**config.mk**
```make
export PLATFORM = sky130hd
export DESIGN_NAME = cacnt_queue
export DESIGN_NICKNAME = d
export VERILOG_FILES = /design/src/design/cacnt_pkg.sv /design/src/design/cacnt_queue.sv
export SDC_FILE = /design/constraint.sdc
export NUM_CORES = 1
export LEC_CHECK = 0
export BUFFER_PORTS_ARGS = -buffer_cell sky130_fd_sc_hd__clkbuf_2
export CAP_MARGIN = 0
export CORE_MARGIN = 2
export CORE_UTILIZATION = 47
export DETAILED_ROUTE_END_ITERATION = 12
export PLACE_DENSITY = 0.81
export SYNTH_ARGS = -nofsm -noshare
export SYNTH_HDL_FRONTEND = slang
export SYNTH_SLANG_ARGS = --single-unit
export TNS_END_PERCENT = 20
```
**constraint.sdc**
```tcl
create_clock -name clk -period 3.3 [get_ports clk]
set_clock_uncertainty 0.15 [all_clocks]
set_input_delay 0.165 -clock clk [delete_from_list [all_inputs] [get_ports clk]]
set_output_delay 0.165 -clock clk [all_outputs]
set_load 0.01 [all_outputs]
```
**src/design/cacnt_pkg.sv**
```systemverilog
// ----------------------------------------------------------------------------
// cacnt_pkg
// Shared types and constants of the category by age-group count table.
// ----------------------------------------------------------------------------
package cacnt_pkg;

    localparam int COUNT_BITS  = 31;
    localparam int AMOUNT_BITS = 32;
    localparam int AGE_BITS    = 16;
    localparam int BREAK_BITS  = 15;
    localparam int CAT_BITS    = 3;
    localparam int GRP_BITS    = 3;
    localparam int OP_BITS     = 3;
    localparam int STATUS_BITS = 3;
    localparam int MAX_BREAKS  = 6;
    localparam int CELL_ADDR_BITS = CAT_BITS + GRP_BITS;
    localparam int CELL_DEPTH  = 1 << CELL_ADDR_BITS;
    localparam int CAT_DEPTH   = 1 << CAT_BITS;
    localparam int GRP_DEPTH   = 1 << GRP_BITS;
    localparam int CFG_INDEX_BITS = 3;
    localparam int CFG_DATA_BITS  = 15;
    localparam int QUEUE_DEPTH = 2;

    localparam logic [OP_BITS-1:0] OP_ADD       = 3'd0;
    localparam logic [OP_BITS-1:0] OP_MOVE      = 3'd1;
    localparam logic [OP_BITS-1:0] OP_READ_CELL = 3'd2;
    localparam logic [OP_BITS-1:0] OP_CAT_SUM   = 3'd3;
    localparam logic [OP_BITS-1:0] OP_GRP_SUM   = 3'd4;
    localparam logic [OP_BITS-1:0] OP_TOTAL     = 3'd5;

    localparam logic [STATUS_BITS-1:0] ST_DONE     = 3'd0;
    localparam logic [STATUS_BITS-1:0] ST_NEGATIVE = 3'd1;
    localparam logic [STATUS_BITS-1:0] ST_BAD_CAT  = 3'd2;
    localparam logic [STATUS_BITS-1:0] ST_BAD_GRP  = 3'd3;
    localparam logic [STATUS_BITS-1:0] ST_NEG_AGE  = 3'd4;
    localparam logic [STATUS_BITS-1:0] ST_NEG_MOVE = 3'd5;
    localparam logic [STATUS_BITS-1:0] ST_OVERFLOW = 3'd6;

    localparam logic [CFG_INDEX_BITS-1:0] REG_CATEGORY_COUNT = 3'd0;
    localparam logic [CFG_INDEX_BITS-1:0] REG_BREAK_COUNT    = 3'd1;
    localparam logic [CFG_INDEX_BITS-1:0] REG_BREAK_A        = 3'd2;
    localparam logic [CFG_INDEX_BITS-1:0] REG_BREAK_B        = 3'd3;
    localparam logic [CFG_INDEX_BITS-1:0] REG_BREAK_C        = 3'd4;
    localparam logic [CFG_INDEX_BITS-1:0] REG_BREAK_D        = 3'd5;
    localparam logic [CFG_INDEX_BITS-1:0] REG_BREAK_E        = 3'd6;
    localparam logic [CFG_INDEX_BITS-1:0] REG_BREAK_F        = 3'd7;

    typedef struct packed {
        logic [OP_BITS-1:0]     op;
        logic [STATUS_BITS-1:0] status;
        logic [CAT_BITS-1:0]    cat;
        logic [GRP_BITS-1:0]    grp;
        logic [CAT_BITS-1:0]    dest_cat;
        logic [GRP_BITS-1:0]    dest_grp;
        logic                   neg;
        logic [AMOUNT_BITS-1:0] mag;
    } cacnt_job_t;

endpackage

```
**src/design/cacnt_queue.sv**
```systemverilog
// ----------------------------------------------------------------------------
// cacnt_queue
// Short queue of classified requests between the front and back parts.
// ----------------------------------------------------------------------------
module cacnt_queue (
    input  logic                  clk,
    input  logic                  rst_n,
    input  logic                  push,
    input  cacnt_pkg::cacnt_job_t push_job,
    output logic                  full,
    input  logic                  pop,
    output logic                  valid,
    output cacnt_pkg::cacnt_job_t head
);
    import cacnt_pkg::*;

    localparam int PTR_BITS = $clog2(QUEUE_DEPTH);

    cacnt_job_t          mem_reg [QUEUE_DEPTH];
    logic [PTR_BITS-1:0] wr_ptr_reg;
    logic [PTR_BITS-1:0] rd_ptr_reg;
    logic [PTR_BITS:0]   count_reg;
    logic                do_push;
    logic                do_pop;

    assign full    = (count_reg == (PTR_BITS+1)'(QUEUE_DEPTH));
    assign valid   = (count_reg != '0);
    assign head    = mem_reg[rd_ptr_reg];
    assign do_push = push && !full;
    assign do_pop  = pop && valid;

    always_ff @(posedge clk)
    begin
        if (do_push)
        begin
            mem_reg[wr_ptr_reg] <= push_job;
        end
    end

    always_ff @(posedge clk or negedge rst_n)
    begin
        if (!rst_n)
        begin
            wr_ptr_reg <= '0;
            rd_ptr_reg <= '0;
            count_reg  <= '0;
        end
        else
        begin
            if (do_push)
                wr_ptr_reg <= PTR_BITS'((32'(wr_ptr_reg) + 1) % QUEUE_DEPTH);
            if (do_pop)
                rd_ptr_reg <= PTR_BITS'((32'(rd_ptr_reg) + 1) % QUEUE_DEPTH);
            if (do_push && !do_pop)
                count_reg <= count_reg + 1'b1;
            else if (do_pop && !do_push)
                count_reg <= count_reg - 1'b1;
        end
    end
endmodule

```
# [After elaboration in Yosys (flattened, before gate mapping)]
# Memory sizes are Yosys's and may differ from the RTL's.
# Cells that the tools add are included.
[op_classes] add_sub_neg=4 n_eq_ne=1 muxes=4 reduce_logical=9
[op_table] op="$logic_and A1 B1 Y1" n=4
[op_table] op="$mux W2" n=2
[op_table] op="$reduce_bool A2 Y1" n=2
[op_table] op="$logic_not A1 Y1" n=3
[op_table] op="$add A1 B1 Y1 const B" n=2
[op_table] op="$add A2 B1 Y2 const B" n=1
[op_table] op="$eq A2 B2 Y1 const B" n=1
[op_table] op="$mux W1" n=2
[op_table] op="$sub A2 B1 Y2 const B" n=1
[totals] reg_bits=4 mem_bits_rw=102 in_bits=55 output_inout_bits=53 memories=1
[memory_table] name="mem_reg" depth=2 width=51 rd=1 rd_clocked_by_memory_dff=0 wr=1 line="cacnt_queue.sv:19" text="cacnt_job_t mem_reg [QUEUE_DEPTH];"

# [Logic depth before layout (Yosys ltp)]
[depth] word_depth=7 mapped_depth=7 ltp_nobuf=7

# [Worst setup path before layout]
# OpenSTA, ideal clock, no wires.
[synth_path] path_type="flip-flop to flip-flop" from="register count_reg[0]" to="memory mem_reg[0][0] (netlist bit) (enable)" setup_ns=0.460 t_arrival_ns=2.762 slack_ns=-0.072 stages_incl_launch_ff=4 n_path_buf=0 synth_period_minus_slack_ns=3.372 cell_sequence="dfrtp_1 > nand2b_1 > nand2_1 > nor2_1"
[synth_via] elab_chain_cells=5
[synth_rtl] element="from (decl)" line="cacnt_queue.sv:22" text="logic [PTR_BITS:0] count_reg;"
[synth_rtl] element="from (signal assigned)" line="cacnt_queue.sv:55" text="count_reg <= count_reg + 1'b1;"
[synth_rtl] element="from (signal assigned)" line="cacnt_queue.sv:57" text="count_reg <= count_reg - 1'b1;"
[synth_rtl] element="$eq A2 B2 Y1" line="cacnt_queue.sv:26" text="assign full = (count_reg == (PTR_BITS+1)'(QUEUE_DEPTH));"
[synth_rtl] element="$logic_not A1 Y1" line="cacnt_queue.sv:29" text="assign do_push = push && !full;"
[synth_rtl] element="$logic_and A1 B1 Y1" line="cacnt_queue.sv:29"
[synth_rtl] element="$mux W1" line="cacnt_queue.sv:34" text="if (do_push)"
[synth_rtl] element="$mux W1 (not written as such)" line="cacnt_queue.sv:36" text="mem_reg[wr_ptr_reg] <= push_job;"
[synth_rtl] element="to (decl)" line="cacnt_queue.sv:19"
# No other way between the ends.

==> results.yml <==
power_and_ir_drop:
  ir_drop_v: 0.000744
  p_sw_frac: 0.295
  power_density_mw_per_mm2: 774
  power.switching_w: 0.00125
  leakagePower_nw: 2.25
  power.sequential.fraction: 0.480
  internal_power_w: 0.00299
  combPwrFrac: 0.339
  pwr-share-clk: 0.181
timing:
  timing.fmax_mhz: 436
  tightest_slew_ps: 698
  relSlewSlack: 0.535
  fin_crit_sh: 0.695
  slew_viol_final: 0
  rsz0062_at_grt: "false"
  hold_violations: 0
  setup_viol: 0
  setup_tns_ps: 0
  period_minus_slack_ps: 2300
worst_setup_path:
  crit_required_ps: 2980
  cp_max_fo: 31
  start_kind: "flip-flop"
  worstSetupStartpoint: "rd_ptr_reg"
  critPathKind: "reg -> out"
  worst_setup_path_end_kind: "primary output"
  worst_r2r_path_depth: 4
  cp.arrival_ps: 1980
  timing.rr.start: "count_reg[0]"
detailed_routing:
  drt-initial-drc-count: 44
  drt-total-wl_um: 7100
  via_count: 2150
  drcViolationCount: 0
  drt-pass1-iter-count: 4
  wl_per_cell_um: 15.4
  ant_nets: 0
  routed_via_density: 4.65
global_routing:
  grt_overflow: 0
  track_usage: 0.152
  grt.busiest_layer: "met2"
  grtUsageMet1: 0.171
  grt_max_degree: 52
  grt_pass1_wl_um: 11000
  grtUsageMet3: 0.0365
  met2_usage: 0.276
  antenna_found_initial: 1
  first_global_vias: 2260
yosys:
  syn_nets: 234
  ys_ff_latch: 106
  ys_types: 15
  syn_inst: 178
  postSynthAreaPerCell_um2: 23.2
  yosysWarnings: 0
  synth_area_mm2: 0.00413
  yosysSeqAreaShare: 0.766
die:
  dieWidth_um: 97.7
  num_rows: 34
  core-area_mm2: 0.00864
  initial_core_util: 0.478
  dieArea_mm2: 0.00955
  ioPinCount: 108
  fp.dieH_um: 97.7
cells_and_area:
  drive_above_1_share: 0.510
  seqCellArea_mm2: 0.00317
  multi_input_area_um2: 857
  final_nets: 404
  area_delta_synth_final_pct: 32.7
  largest_reg_flops: 102
  final_area_mm2: 0.00548
  fill_cells: 629
min_path:
  hp-class: "in -> reg"
  hold_start: "push"
  hold_depth: 3
place:
  dp_hpwl_um: 4190
  gp_congestion: 0.628
  placedInstanceArea_mm2: 0.00474
  portBuffers: 107
clock_network:
  tritoncts: "built"
  clk_path_buf_depth: 2
  numClockSinks: 106
  insertion_delay_ps: 350
  cts-buffers-inserted: 9
  h-tree-depth: 3
  cts.clk_slew.worst_paths_ps: 90
  cts_root_buf: "clkbuf_8"
run_status:
  outcome: "completed"
run:
  maxCapViolCount: 0
[layer usage]
layer	wire [um]	share of wire	vias to the layer above
li1	-	-	1030
met1	2890	0.41	1036
met2	3770	0.53	72
met3	337	0.047	12
met4	112	0.016	0
met5	0	0	-
[cell usage in the layout (no fill, tap or decap), drive strengths merged]
master	count
dlygate4sd3	54
nand2b	1
and3	1
clkinvlp	3
diode	1
bufinv	1
xnor2	3
buf	4
edfxtp	102
clkinv	1
nand2	2
clkbuf	117
xor2	2
inv	3
ha	1
or2	1
mux2	51
dfrtp	4
nor2	2
[Yosys cell counts, drive strengths merged]
master  number  share of area
buf          6          0.027
inv          2         0.0018
xor2         2         0.0042
nand2        2         0.0018
or2          1         0.0015
edfxtp     102           0.74
and3         1         0.0015
nor2         2         0.0018
ha           1         0.0030
nand2b       1         0.0015
xnor2        3         0.0064
dfrtp        4          0.024
mux2        51           0.18
[worst max-delay path: stages, from the launching register on]
cell,delay [ps]
dfrtp_4,830
buf_12,280
mux2_2,360
clkbuf_2,130
[layout make-up]
cell class	count	area share
Tap cell	108	0.0247
Timing Repair Buffer	165	0.204
Multi-Input combinational cell	64	0.156
Antenna cell	1	0.000457
Sequential cell	106	0.578
Clock inverter	6	0.0121
Clock buffer	10	0.0233
Inverter	2	0.00137
[path summary, 6_finish.rpt]
check	to	slack, ps
worst min-delay path	wr_ptr_reg	20
min in group asynchronous	count_reg[0]	550
max in group asynchronous	rd_ptr_reg	2260
worst max register to register	mem_reg[0][2]	1350
worst min register to register	count_reg[1]	370
worst max-delay path	head[34]	1000
[repair_timing]
| action | in CTS | in global routing |
|---|---|---|
| hold buffers | 54 | 0 |
| hold endpoints to repair | 107 | 0 |
| resized for setup | 0 | 0 |
| buffers inserted | 0 | 0 |
[power by group through the flow]
stage          Sequential [W]  Clock, W  Combinational, W
2_1_floorplan         0.00194         0           0.00116
3_3_place_gp          0.00205         0           0.00139
3_5_place_dp          0.00207         0           0.00141
4_1_cts               0.00204  0.000798           0.00146
5_1_grt               0.00207  0.000853           0.00154
6_report              0.00204  0.000768           0.00144
[cell families after synthesis]
| family | share of synthesized area |
|---|---|
| flip-flops | 0.766 |
| multiplexers | 0.184 |
| buffers and inverters | 0.0288 |
| AND/OR/NAND/NOR | 0.00818 |
| XOR/XNOR | 0.0106 |
| adder cells (fa/ha/maj) | 0.00303 |
[metrics by stage]
step | cells | hold WS (ps) | power, W | utilization | worst slack [ps]
finish | 462 | 23.2 | 0.00424 | 0.635 | 1000
detailed placement | 391 | -174 | 0.00348 | 0.549 | 1370
floorplan | 178 | -281 | 0.00311 | - | 777
global placement | 391 | -176 | 0.00344 | 0.549 | 1400
global route | 462 | 41.2 | 0.00447 | 0.635 | 914
CTS | 461 | 12.1 | 0.00430 | 0.634 | 981
No activity file was read; power rests on OpenSTA's default activity.
