**config.mk**
```make
export PLATFORM = sky130hd
export DESIGN_NAME = cacnt_front
export DESIGN_NICKNAME = d
export VERILOG_FILES = /design/src/design/cacnt_pkg.sv /design/src/design/cacnt_front.sv
export SDC_FILE = /design/constraint.sdc
export NUM_CORES = 1
export LEC_CHECK = 0
export ABC_AREA = 1
export ABC_CLOCK_PERIOD_IN_PS = 2500
export BUFFER_PORTS_ARGS = -buffer_cell sky130_fd_sc_hd__buf_2
export CAP_MARGIN = 20
export CORE_ASPECT_RATIO = 2
export CORE_UTILIZATION = 59
export DETAILED_ROUTE_END_ITERATION = 8
export PLACE_DENSITY_LB_ADDON = 0.2
export SYNTH_ARGS = -nofsm -noshare
export SYNTH_HDL_FRONTEND = slang
export SYNTH_SLANG_ARGS = --single-unit
```
**constraint.sdc**
```tcl
create_clock -name clk -period 2.5 [get_ports clk]
set_input_delay 0.375 -clock clk [delete_from_list [all_inputs] [get_ports clk]]
set_output_delay 0.375 -clock clk [all_outputs]
set_load 0.05 [all_outputs]
```
**src/design/cacnt_pkg.sv**
```systemverilog
// ----------------------------------------------------------------------------
// cacnt_pkg
// Shared types and constants of the category by age-group count table.
// ----------------------------------------------------------------------------
package cacnt_pkg;

    localparam int COUNT_BITS  = 31;
    localparam int AMOUNT_BITS = 32;
    localparam int AGE_BITS    = 16;
    localparam int BREAK_BITS  = 15;
    localparam int CAT_BITS    = 3;
    localparam int GRP_BITS    = 3;
    localparam int OP_BITS     = 3;
    localparam int STATUS_BITS = 3;
    localparam int MAX_BREAKS  = 6;
    localparam int CELL_ADDR_BITS = CAT_BITS + GRP_BITS;
    localparam int CELL_DEPTH  = 1 << CELL_ADDR_BITS;
    localparam int CAT_DEPTH   = 1 << CAT_BITS;
    localparam int GRP_DEPTH   = 1 << GRP_BITS;
    localparam int CFG_INDEX_BITS = 3;
    localparam int CFG_DATA_BITS  = 15;
    localparam int QUEUE_DEPTH = 2;

    localparam logic [OP_BITS-1:0] OP_ADD       = 3'd0;
    localparam logic [OP_BITS-1:0] OP_MOVE      = 3'd1;
    localparam logic [OP_BITS-1:0] OP_READ_CELL = 3'd2;
    localparam logic [OP_BITS-1:0] OP_CAT_SUM   = 3'd3;
    localparam logic [OP_BITS-1:0] OP_GRP_SUM   = 3'd4;
    localparam logic [OP_BITS-1:0] OP_TOTAL     = 3'd5;

    localparam logic [STATUS_BITS-1:0] ST_DONE     = 3'd0;
    localparam logic [STATUS_BITS-1:0] ST_NEGATIVE = 3'd1;
    localparam logic [STATUS_BITS-1:0] ST_BAD_CAT  = 3'd2;
    localparam logic [STATUS_BITS-1:0] ST_BAD_GRP  = 3'd3;
    localparam logic [STATUS_BITS-1:0] ST_NEG_AGE  = 3'd4;
    localparam logic [STATUS_BITS-1:0] ST_NEG_MOVE = 3'd5;
    localparam logic [STATUS_BITS-1:0] ST_OVERFLOW = 3'd6;

    localparam logic [CFG_INDEX_BITS-1:0] REG_CATEGORY_COUNT = 3'd0;
    localparam logic [CFG_INDEX_BITS-1:0] REG_BREAK_COUNT    = 3'd1;
    localparam logic [CFG_INDEX_BITS-1:0] REG_BREAK_A        = 3'd2;
    localparam logic [CFG_INDEX_BITS-1:0] REG_BREAK_B        = 3'd3;
    localparam logic [CFG_INDEX_BITS-1:0] REG_BREAK_C        = 3'd4;
    localparam logic [CFG_INDEX_BITS-1:0] REG_BREAK_D        = 3'd5;
    localparam logic [CFG_INDEX_BITS-1:0] REG_BREAK_E        = 3'd6;
    localparam logic [CFG_INDEX_BITS-1:0] REG_BREAK_F        = 3'd7;

    typedef struct packed {
        logic [OP_BITS-1:0]     op;
        logic [STATUS_BITS-1:0] status;
        logic [CAT_BITS-1:0]    cat;
        logic [GRP_BITS-1:0]    grp;
        logic [CAT_BITS-1:0]    dest_cat;
        logic [GRP_BITS-1:0]    dest_grp;
        logic                   neg;
        logic [AMOUNT_BITS-1:0] mag;
    } cacnt_job_t;

endpackage

```
**src/design/cacnt_front.sv**
```systemverilog
// ----------------------------------------------------------------------------
// cacnt_front
// Configuration registers and request classification: maps ages to groups
// and runs the index, age and amount checks.
// ----------------------------------------------------------------------------
module cacnt_front (
    input  logic                                   clk,
    input  logic                                   rst_n,
    input  logic                                   cfg_write,
    input  logic [cacnt_pkg::CFG_INDEX_BITS-1:0]   cfg_index,
    input  logic [cacnt_pkg::CFG_DATA_BITS-1:0]    cfg_data,
    input  logic [cacnt_pkg::OP_BITS-1:0]          opcode,
    input  logic                                   use_age,
    input  logic [cacnt_pkg::CAT_BITS-1:0]         category,
    input  logic [cacnt_pkg::GRP_BITS-1:0]         age_group,
    input  logic signed [cacnt_pkg::AGE_BITS-1:0]  age,
    input  logic [cacnt_pkg::CAT_BITS-1:0]         dest_category,
    input  logic [cacnt_pkg::GRP_BITS-1:0]         dest_age_group,
    input  logic signed [cacnt_pkg::AGE_BITS-1:0]  dest_age,
    input  logic signed [cacnt_pkg::AMOUNT_BITS-1:0] amount,
    output cacnt_pkg::cacnt_job_t                  job
);
    import cacnt_pkg::*;

    logic [3:0]            cat_count_reg;
    logic [2:0]            break_count_reg;
    logic [BREAK_BITS-1:0] breaks_reg [MAX_BREAKS];

    logic [2:0]          n_breaks;
    logic [GRP_BITS-1:0] src_age_grp;
    logic [GRP_BITS-1:0] dst_age_grp;
    logic [GRP_BITS-1:0] src_grp;
    logic [GRP_BITS-1:0] dst_grp;
    logic                need_dest;
    logic                need_cat;
    logic                need_grp;
    logic                neg;
    logic                src_cat_ok;
    logic                dst_cat_ok;
    logic [STATUS_BITS-1:0] status;

    always_ff @(posedge clk or negedge rst_n)
    begin
        if (!rst_n)
        begin
            cat_count_reg   <= 4'd1;
            break_count_reg <= 3'd0;
            for (int i = 0; i < MAX_BREAKS; i++)
            begin
                breaks_reg[i] <= '1;
            end
        end
        else if (cfg_write)
        begin
            unique case (cfg_index)
                REG_CATEGORY_COUNT: cat_count_reg   <= cfg_data[3:0];
                REG_BREAK_COUNT:    break_count_reg <= cfg_data[2:0];
                REG_BREAK_A:        breaks_reg[0]   <= cfg_data;
                REG_BREAK_B:        breaks_reg[1]   <= cfg_data;
                REG_BREAK_C:        breaks_reg[2]   <= cfg_data;
                REG_BREAK_D:        breaks_reg[3]   <= cfg_data;
                REG_BREAK_E:        breaks_reg[4]   <= cfg_data;
                REG_BREAK_F:        breaks_reg[5]   <= cfg_data;
                default:            ;
            endcase
        end
    end

    // first break above the age, else the break count
    function automatic logic [GRP_BITS-1:0] age_to_grp(
        input logic [BREAK_BITS-1:0] a,
        input logic [2:0]            nb,
        input logic [BREAK_BITS-1:0] brk [MAX_BREAKS]
    );
        logic [GRP_BITS-1:0] g;
        logic                found;
        g = GRP_BITS'(nb);
        found = 1'b0;
        for (int i = 0; i < MAX_BREAKS; i++)
        begin
            if (!found && (3'(i) < nb) && (brk[i] > a))
            begin
                g = GRP_BITS'(i);
                found = 1'b1;
            end
        end
        return g;
    endfunction

    always_comb
    begin
        n_breaks    = (break_count_reg > 3'(MAX_BREAKS)) ? 3'(MAX_BREAKS) : break_count_reg;
        src_age_grp = age_to_grp(age[BREAK_BITS-1:0], n_breaks, breaks_reg);
        dst_age_grp = age_to_grp(dest_age[BREAK_BITS-1:0], n_breaks, breaks_reg);
        need_dest   = (opcode == OP_MOVE);
        need_cat    = (opcode <= OP_CAT_SUM);
        need_grp    = (opcode <= OP_READ_CELL) || (opcode == OP_GRP_SUM);
        neg         = amount[AMOUNT_BITS-1];
        src_cat_ok  = {1'b0, category} < cat_count_reg;
        dst_cat_ok  = {1'b0, dest_category} < cat_count_reg;
        src_grp     = use_age ? src_age_grp : age_group;
        dst_grp     = use_age ? dst_age_grp : dest_age_group;
        status      = ST_DONE;
        if (opcode > OP_TOTAL)
        begin
            status = ST_DONE;
        end
        else if (use_age)
        begin
            if (need_grp && age[AGE_BITS-1])
                status = ST_NEG_AGE;
            else if (need_dest && dest_age[AGE_BITS-1])
                status = ST_NEG_AGE;
            else if (need_dest && neg)
                status = ST_NEG_MOVE;
            else if (need_cat && !src_cat_ok)
                status = ST_BAD_CAT;
            else if (need_dest && !dst_cat_ok)
                status = ST_BAD_CAT;
        end
        else
        begin
            if (need_dest && neg)
                status = ST_NEG_MOVE;
            else if (need_cat && !src_cat_ok)
                status = ST_BAD_CAT;
            else if (need_dest && !dst_cat_ok)
                status = ST_BAD_CAT;
            else if (need_grp && ({1'b0, age_group} > {1'b0, n_breaks}))
                status = ST_BAD_GRP;
            else if (need_dest && ({1'b0, dest_age_group} > {1'b0, n_breaks}))
                status = ST_BAD_GRP;
        end
        job.op       = opcode;
        job.status   = status;
        job.cat      = category;
        job.grp      = src_grp;
        job.dest_cat = dest_category;
        job.dest_grp = dst_grp;
        job.neg      = neg;
        job.mag      = neg ? AMOUNT_BITS'(-amount) : amount;
    end
endmodule

```
Word-level counts from Yosys, hierarchy flattened --
Cells that the tools add are included.
Word-level totals: register bits after elaboration 97, bits of input ports 101, output and inout bits 51, word-level logic and storage cells 133
Operators by class: add/sub/neg operators 1, order comparisons 26, eq/ne operators 9, multiplexer cells 38, reductions and logical operators 51
Operators with widths (number):
- greater-than comparator 15 bit | 12
- two-way mux 3 bit | 21
- two-way mux 32 bit | 1
- negator 32 bit | 1
- logical AND 1 bit | 29
- AND reduction 2 bit | 8
- == test 3 bit (second input constant) | 5
- zero test 1 bit | 12
- two-way mux 2 bit | 6
- two-way mux 1 bit | 10
- less-than comparator 3 x 4 -> 1 bit | 2
- == test 3 x 1 -> 1 bit (second input constant) | 2
- == test 3 x 2 -> 1 bit (second input constant) | 2
- greater-than comparator 3 bit | 2
- greater-than comparator 3 bit (second input constant) | 2
- less-or-equal comparator 3 x 2 -> 1 bit (second input constant) | 2
- less-than comparator 1 x 3 -> 1 bit (first input constant) | 2
- less-than comparator 2 x 3 -> 1 bit (first input constant) | 2
- less-than comparator 3 bit (first input constant) | 2
- zero test 3 bit | 1
- logical OR 1 bit | 1

Longest topological paths before layout --
Gate-level depths: netlist of the first run.
depth after elaboration 26, depth in mapped cells 15, gate-level depth less buffers 15

Worst setup path after synthesis of the first run --
OpenSTA, ideal clock, no wires.
path type in2out, start point input age[6] (netlist bit), end point output job[41] (netlist bit), data arrival time 2638 ps, data required time 2125 ps, path slack -513 ps, stages on the path 12, path buffers 0, path through inv_1 > ha_1 > a21o_1 > nor2_1 > nand2_1 > nand2_1 > nand2_1 > nand2_1 > o21ai_1 > nor2_2 > nand3_1 > o21ai_0
RTL lines:
- start: declaration | RTL line cacnt_front.sv:16 | input logic signed [cacnt_pkg::AGE_BITS-1:0] age,
- end: declaration | RTL line cacnt_front.sv:21 | output cacnt_pkg::cacnt_job_t job

==> impl_metrics.py, run 1 <==
metrics = {
    "setup_path": {
        "cp-start-kind": "flip-flop",
        "crit_type": "flip-flop to output pin",
        "required_ns": 2.12,
        "cp-end-kind": "output pin",
        "cp.arrival_ns": 2.71,
        "path_max_fanout": 4,
        "ff2ff_path_depth": 4,
    },
    "hold_path": {
        "holdPathStages": 3,
        "hp-class": "input pin to flip-flop",
    },
    "clock_tree": {
        "worstSkewPairLatency_ns": 0.37,
        "cts-root-buf": "clkbuf_16",
        "htreeDepth": 3,
        "clk_path_buf_depth": 2,
        "cts_tree": "done",
        "numCtsBuffers": 9,
        "path_clk_slew_ns": 0.08,
        "hold_buffers": 0,
        "cts_sinks": 97,
    },
    "grt": {
        "grt_pass1_wl_um": 50200,
        "grt_overflow": 0,
        "grtUsageTotal_pct": 40.2,
        "grt_max_degree": 55,
        "antenna_found_initial": 0,
        "grt_pass1_vias": 10136,
    },
    "logic_synthesis": {
        "ys_seq_elements": 97,
        "synthFlopType": "dfstp_2",
        "syn_inst": 1271,
        "syn-cell-area_mm2": 0.00944,
        "syn_avg_cell_area_um2": 7.43,
        "synth_cell_types": 44,
        "synth_nets": 1563,
        "synth_edf_count": 0,
        "ys_warn_count": 0,
        "yosysSeqAreaShare_pct": 26.9,
        "synthArstFlopShare_pct": 100,
    },
    "cells_and_area": {
        "nets": 1810,
        "antenna-diode-count": 0,
        "area_growth_pct": 31.0,
        "fin_cells": 1724,
        "layout_common_cells": "nand2_1, ha_1, inv_1, buf_2, buf_4",
        "finalInstanceArea_mm2": 0.0124,
        "largest_register_ffs": 90,
        "final_common_cell": "nand2_1",
        "drive_gt1_share_pct": 35.2,
        "final_util_pct": 78.8,
    },
    "timing": {
        "fin_crit_ns": 3.08,
        "finClkSkew_ns": 0,
        "tightest_slew_ns": 0.651,
        "slew_headroom_pct": 56.5,
        "drv_slew": 0,
        "setup_viol": 7,
        "fmax_mhz": 324,
        "hold_viol": 0,
        "fin_crit_sh_pct": 123,
        "setup_slack_ns": -0.584,
        "rsz0062_at_grt": "yes",
    },
    "placement": {
        "dp_cells": 1692,
        "dp_hpwl_um": 25000,
        "place_congestion": 1.05,
        "dpl_cell_area_mm2": 0.0111,
        "io_buffer_count": 151,
    },
    "power": {
        "ir_drop_mv": 0.575,
        "p_sw_uw": 3390,
        "seqPwrFrac_pct": 30.8,
        "leakagePower_uw": 0.00628,
        "powerDensity_mw_per_mm2": 635,
        "internal-power_uw": 4470,
        "swShare_pct": 43.2,
        "p_clk_share_pct": 18.7,
        "p_comb_share_pct": 50.6,
    },
    "floorplanning": {
        "core_area_mm2": 0.0157,
        "num_rows": 65,
        "die_x_um": 91.5,
        "start_util_pct": 60.2,
        "ioPinCount": 152,
        "fp.dieH_um": 181,
        "fp.dieArea_mm2": 0.0165,
    },
    "detailed_routing": {
        "ant_nets": 0,
        "wl_um": 33300,
        "wl_per_cell_um": 19.3,
        "drcViolationCount": 0,
        "drt_iter0_drc": 697,
        "drtPass1Iterations": 5,
        "vias_per_cell": 5.85,
        "vias": 10093,
    },
    "outcome": {
        "violations": "setup timing",
        "status": "finished, violations left",
    },
    "flow_run": {
        "drv_cap": 0,
    },
}
[cells by family (layout without fill, tap and decap cells)]
| group | Yosys count | count (layout) | synth area share, % |
|---|---|---|---|
| simple gates | 513 | 513 | 22.8 |
| fa+ha+maj | 191 | 191 | 25.3 |
| buf+inv | 177 | 429 | 7.62 |
| compound gates | 267 | 267 | 14.9 |
| flops | 97 | 97 | 26.9 |
| xor+xnor | 26 | 26 | 2.41 |
[worst max-delay path, stage by stage (launching register included)]
cell	delay (ns)
dfstp_2	0.56
ha_1	0.25
a21oi_1	0.33
o21ai_0	0.18
a21oi_2	0.19
a21oi_4	0.09
nor2_4	0.16
o211ai_1	0.11
nand2_1	0.11
inv_2	0.05
a21oi_4	0.14
buf_6	0.17
[layout make-up]
class	count	area (um^2)
Clock buffer	10	229
Timing Repair Buffer	270	1800
Sequential cell	97	2540
Clock inverter	6	73.8
Tap cell	201	251
Fill cell	1135	3330
Inverter	143	547
Multi-Input combinational cell	997	6920
[per-stage QoR]
step | total power, uW | setup WS (ns) | hold slack, ns | TNS, ns
after CTS | 7420 | -0.466 | 0.239 | -2.52
after floorplan | 4400 | -0.138 | 0.0794 | -0.138
after global placement | 5600 | -0.474 | 0.467 | -2.66
after global routing | 8340 | -0.732 | 0.264 | -4.18
final | 7860 | -0.584 | 0.244 | -3.18
after detailed placement | 5720 | -0.473 | 0.485 | -2.70
[timing repair]
item | 4_1_cts | 5_1_grt
endpoints found under the setup margin | 13 | 21
pin swaps | 40 | 41
setup buffers | 5 | 13
gates resized for setup | 87 | 111
[Yosys cell counts, types with 3 or more instances]
cell | number | area, um^2
nand2_1 | 329 | 1230
o21ai_2 | 3 | 26.3
nor4_1 | 6 | 37.5
nand3_1 | 22 | 110
buf_2 | 3 | 15.0
nor2_2 | 5 | 31.3
nor2_1 | 98 | 368
o21ai_1 | 9 | 45.0
o211ai_1 | 4 | 30.0
nand4_1 | 15 | 93.8
o21bai_1 | 3 | 22.5
a21oi_1 | 104 | 521
inv_2 | 5 | 18.8
dfrtp_1 | 6 | 150
clkbuf_1 | 19 | 71.3
nand2_2 | 7 | 43.8
inv_1 | 137 | 514
xor2_1 | 15 | 131
buf_4 | 11 | 82.6
o21a_1 | 8 | 60.1
ha_1 | 191 | 2390
nor3_1 | 12 | 60.1
o21ai_0 | 125 | 626
dfstp_2 | 91 | 2390
a31oi_1 | 4 | 25.0
nand3b_1 | 6 | 45.0
xnor2_1 | 11 | 96.3
[metal layers]
| metal | share of wire [%] | global-route usage (%) | up-vias |
|---|---|---|---|
| met5 | 0 | 0 | - |
| met4 | 11 | 38.0 | 0 |
| met3 | 5.2 | 6.94 | 188 |
| met2 | 52 | 72.9 | 473 |
| met1 | 32 | 36.7 | 4699 |
| li1 | - | - | 4733 |
[final timing paths]
check                                    start        endpoint  slack, ns
worst max register to register  breaks_reg[89]  breaks_reg[89]       1.42
max in group asynchronous                rst_n  breaks_reg[82]       1.73
min in group asynchronous                rst_n   breaks_reg[0]       0.34
worst min-delay path               cfg_data[0]   breaks_reg[0]       0.24
worst min register to register  breaks_reg[75]  breaks_reg[75]       0.49
worst max-delay path            breaks_reg[59]         job[33]      -0.58
[power groups by stage]
stage / Sequential, uW / Clock (uW) / Combinational [uW]
after floorplan: 2280 / 0 / 2120
after global placement: 2400 / 0 / 3200
after detailed placement: 2410 / 0 / 3320
after CTS: 2400 / 1470 / 3550
after global routing: 2450 / 1540 / 4350
final: 2420 / 1470 / 3970
(Power assumes the default switching activity.)
==> run 2, diff against run 1 <==
--- a/config.mk
+++ b/config.mk
@@ -6,7 +6,7 @@
 export NUM_CORES = 1
 export LEC_CHECK = 0
 export ABC_AREA = 1
-export ABC_CLOCK_PERIOD_IN_PS = 2500
+export ABC_CLOCK_PERIOD_IN_PS = 3100
 export BUFFER_PORTS_ARGS = -buffer_cell sky130_fd_sc_hd__buf_2
 export CAP_MARGIN = 20
 export CORE_ASPECT_RATIO = 2
==> constraint.sdc (replaced) <==
create_clock -name clk -period 3.1 [get_ports clk]
set_input_delay 0.465 -clock clk [delete_from_list [all_inputs] [get_ports clk]]
set_output_delay 0.465 -clock clk [all_outputs]
set_load 0.05 [all_outputs]
==> run 2 against run 1 <==
Effect of this change:
- power is 20% lower
- register-to-register slack better by 0.67 ns
- largest power group unchanged
- worst hold slack worse by 0.028 ns
- sequential cell count stayed put
- critical path depth is 2 higher
- sequential power is 17% lower
- first-iteration DRC count is 34% lower
- via count is 3.1% lower
- the run still ends with setup timing left
==> impl_metrics.py, run 2 (synthesized netlist as in run 1, its figures left out) <==
metrics = {
    "timing": {
        "fmax_mhz": 320,
        "finClkSkew_ns": 0,
        "fin_crit_sh_pct": 101,
        "drv_slew": 0,
        "hold_viol": 0,
        "slew_headroom_pct": 26.9,
        "setup_slack_ns": -0.0285,
        "rsz0062_at_grt": "yes",
        "tightest_slew_ns": 1.09,
        "fin_crit_ns": 3.13,
        "setup_viol": 2,
    },
    "setup_path": {
        "cp-end-kind": "output pin",
        "cp-start-kind": "flip-flop",
        "cp.arrival_ns": 2.66,
        "crit_type": "flip-flop to output pin",
        "required_ns": 2.63,
        "path_max_fanout": 4,
    },
    "placement": {
        "dpl_cell_area_mm2": 0.0106,
        "dp_cells": 1628,
        "dp_hpwl_um": 24400,
        "place_congestion": 1.03,
        "io_buffer_count": 151,
    },
    "floorplanning": {
        "ioPinCount": 152,
        "start_util_pct": 60.2,
        "die_x_um": 91.5,
        "num_rows": 65,
        "fp.dieH_um": 181,
        "core_area_mm2": 0.0157,
        "fp.dieArea_mm2": 0.0165,
    },
    "cells_and_area": {
        "area_growth_pct": 26.3,
        "multi_input_area_mm2": 0.00699,
        "final_common_cell": "nand2_1",
        "layout.area.seq_mm2": 0.00254,
        "layout_common_cells": "nand2_1, ha_1, buf_2, inv_1, o21ai_0",
        "finalInstanceArea_mm2": 0.0119,
        "fin_cells": 1663,
        "drive_gt1_share_pct": 32.3,
        "fillers": 1242,
        "nets": 1749,
        "largest_register_ffs": 90,
        "antenna-diode-count": 0,
    },
    "clock_tree": {
        "path_clk_slew_ns": 0.07,
        "worstSkewPairLatency_ns": 0.37,
        "hold_buffers": 0,
        "numCtsBuffers": 9,
        "cts-root-buf": "clkbuf_16",
        "clk_path_buf_depth": 2,
        "cts_tree": "done",
        "htreeDepth": 3,
        "cts_sinks": 97,
    },
    "detailed_routing": {
        "drcViolationCount": 0,
        "ant_nets": 0,
        "vias": 9782,
        "wl_per_cell_um": 19.5,
        "drt_iter0_drc": 463,
        "wl_um": 32400,
        "vias_per_cell": 5.88,
        "drtPass1Iterations": 6,
    },
    "power": {
        "leakagePower_uw": 0.00595,
        "powerDensity_mw_per_mm2": 525,
        "ir_drop_mv": 0.547,
    },
    "grt": {
        "grtUsageTotal_pct": 37.6,
        "antenna_found_initial": 0,
        "grt_pass1_vias": 9566,
        "grt_overflow": 0,
        "grt_pass1_wl_um": 46900,
        "grt_max_degree": 69,
    },
    "outcome": {
        "violations": "setup timing",
        "status": "finished, violations left",
    },
    "hold_path": {
        "hp-class": "input pin to asynchronous set/reset pin",
    },
    "flow_run": {
        "drv_cap": 0,
    },
}
==> run 2: worst paths after layout <==
check / depth (start not counted) / start / slack, ns / end
worst max-delay path: 13 / breaks_reg[70] / -0.03 / job[40]
worst min-delay path: 1 / rst_n / 0.22 / break_count_reg[0]
worst max register to register: 3 / breaks_reg[53] / 2.09 / breaks_reg[53]
worst min register to register: 2 / cat_count_reg[0] / 0.49 / cat_count_reg[0]
max in group asynchronous: 2 / rst_n / 2.02 / breaks_reg[39]
min in group clk: 3 / cfg_data[0] / 0.33 / breaks_reg[0]
==> run 2: cell type report <==
class,instances,area share (%)
multi-input combinational,997,58.6
sequential,97,21.3
timing repair buffer,209,10.6
inverter,143,4.65
tap,201,2.11
clock buffer,11,2.04
clock inverter,5,0.724
==> run 2: worst max-delay path: stages (launching register included) <==
cell      delay (ns)
dfstp_2         0.57
ha_1            0.25
a21oi_1         0.23
nand2_2         0.14
nand2_2         0.08
nand2_2         0.08
a21oi_4         0.19
o21ai_4         0.09
nor2_4          0.11
nand3b_1        0.11
nand2_1         0.10
nand4_1         0.08
nand2_1         0.10
buf_6           0.16
==> run 2: per-stage QoR <==
stage / total power (uW) / worst slack, ns / hold WS (ns) / setup TNS (ns) / utilization (%)
5_1_grt: 6630 / -0.115 / 0.292 / -0.372 / 76.0
6_report: 6260 / -0.0285 / 0.217 / -0.0434 / 76.0
3_3_place_gp: 4360 / -0.0555 / 0.466 / -0.127 / 67.5
3_5_place_dp: 4440 / -0.0925 / 0.484 / -0.238 / 67.5
4_1_cts: 5760 / -0.0136 / 0.243 / -0.0265 / 70.1
2_1_floorplan: 3540 / 0.0868 / 0.169 / 0 / -
==> run 2: power by group <==
| part | leakage [uW] | internal, uW | switching [uW] |
|---|---|---|---|
| Clock | 0.000161 | 737 | 532 |
| Sequential | 0.00103 | 1690 | 319 |
| Combinational | 0.00476 | 1150 | 1840 |
==> run 2: timing repair <==
item / in CTS / in global routing
buffers inserted: 0 / 18
pin swaps: 7 / 51
endpoints found under the setup margin: 6 / 6
resized for setup: 26 / 141
==> run 2: layer usage <==
metal | vias to the layer above | track usage, % | part of all wire [%]
met5 | - | 0 | 0
met3 | 197 | 6.44 | 5.9
met4 | 0 | 34.3 | 10
met2 | 455 | 69.6 | 52
met1 | 4516 | 33.5 | 32
li1 | 4614 | - | -
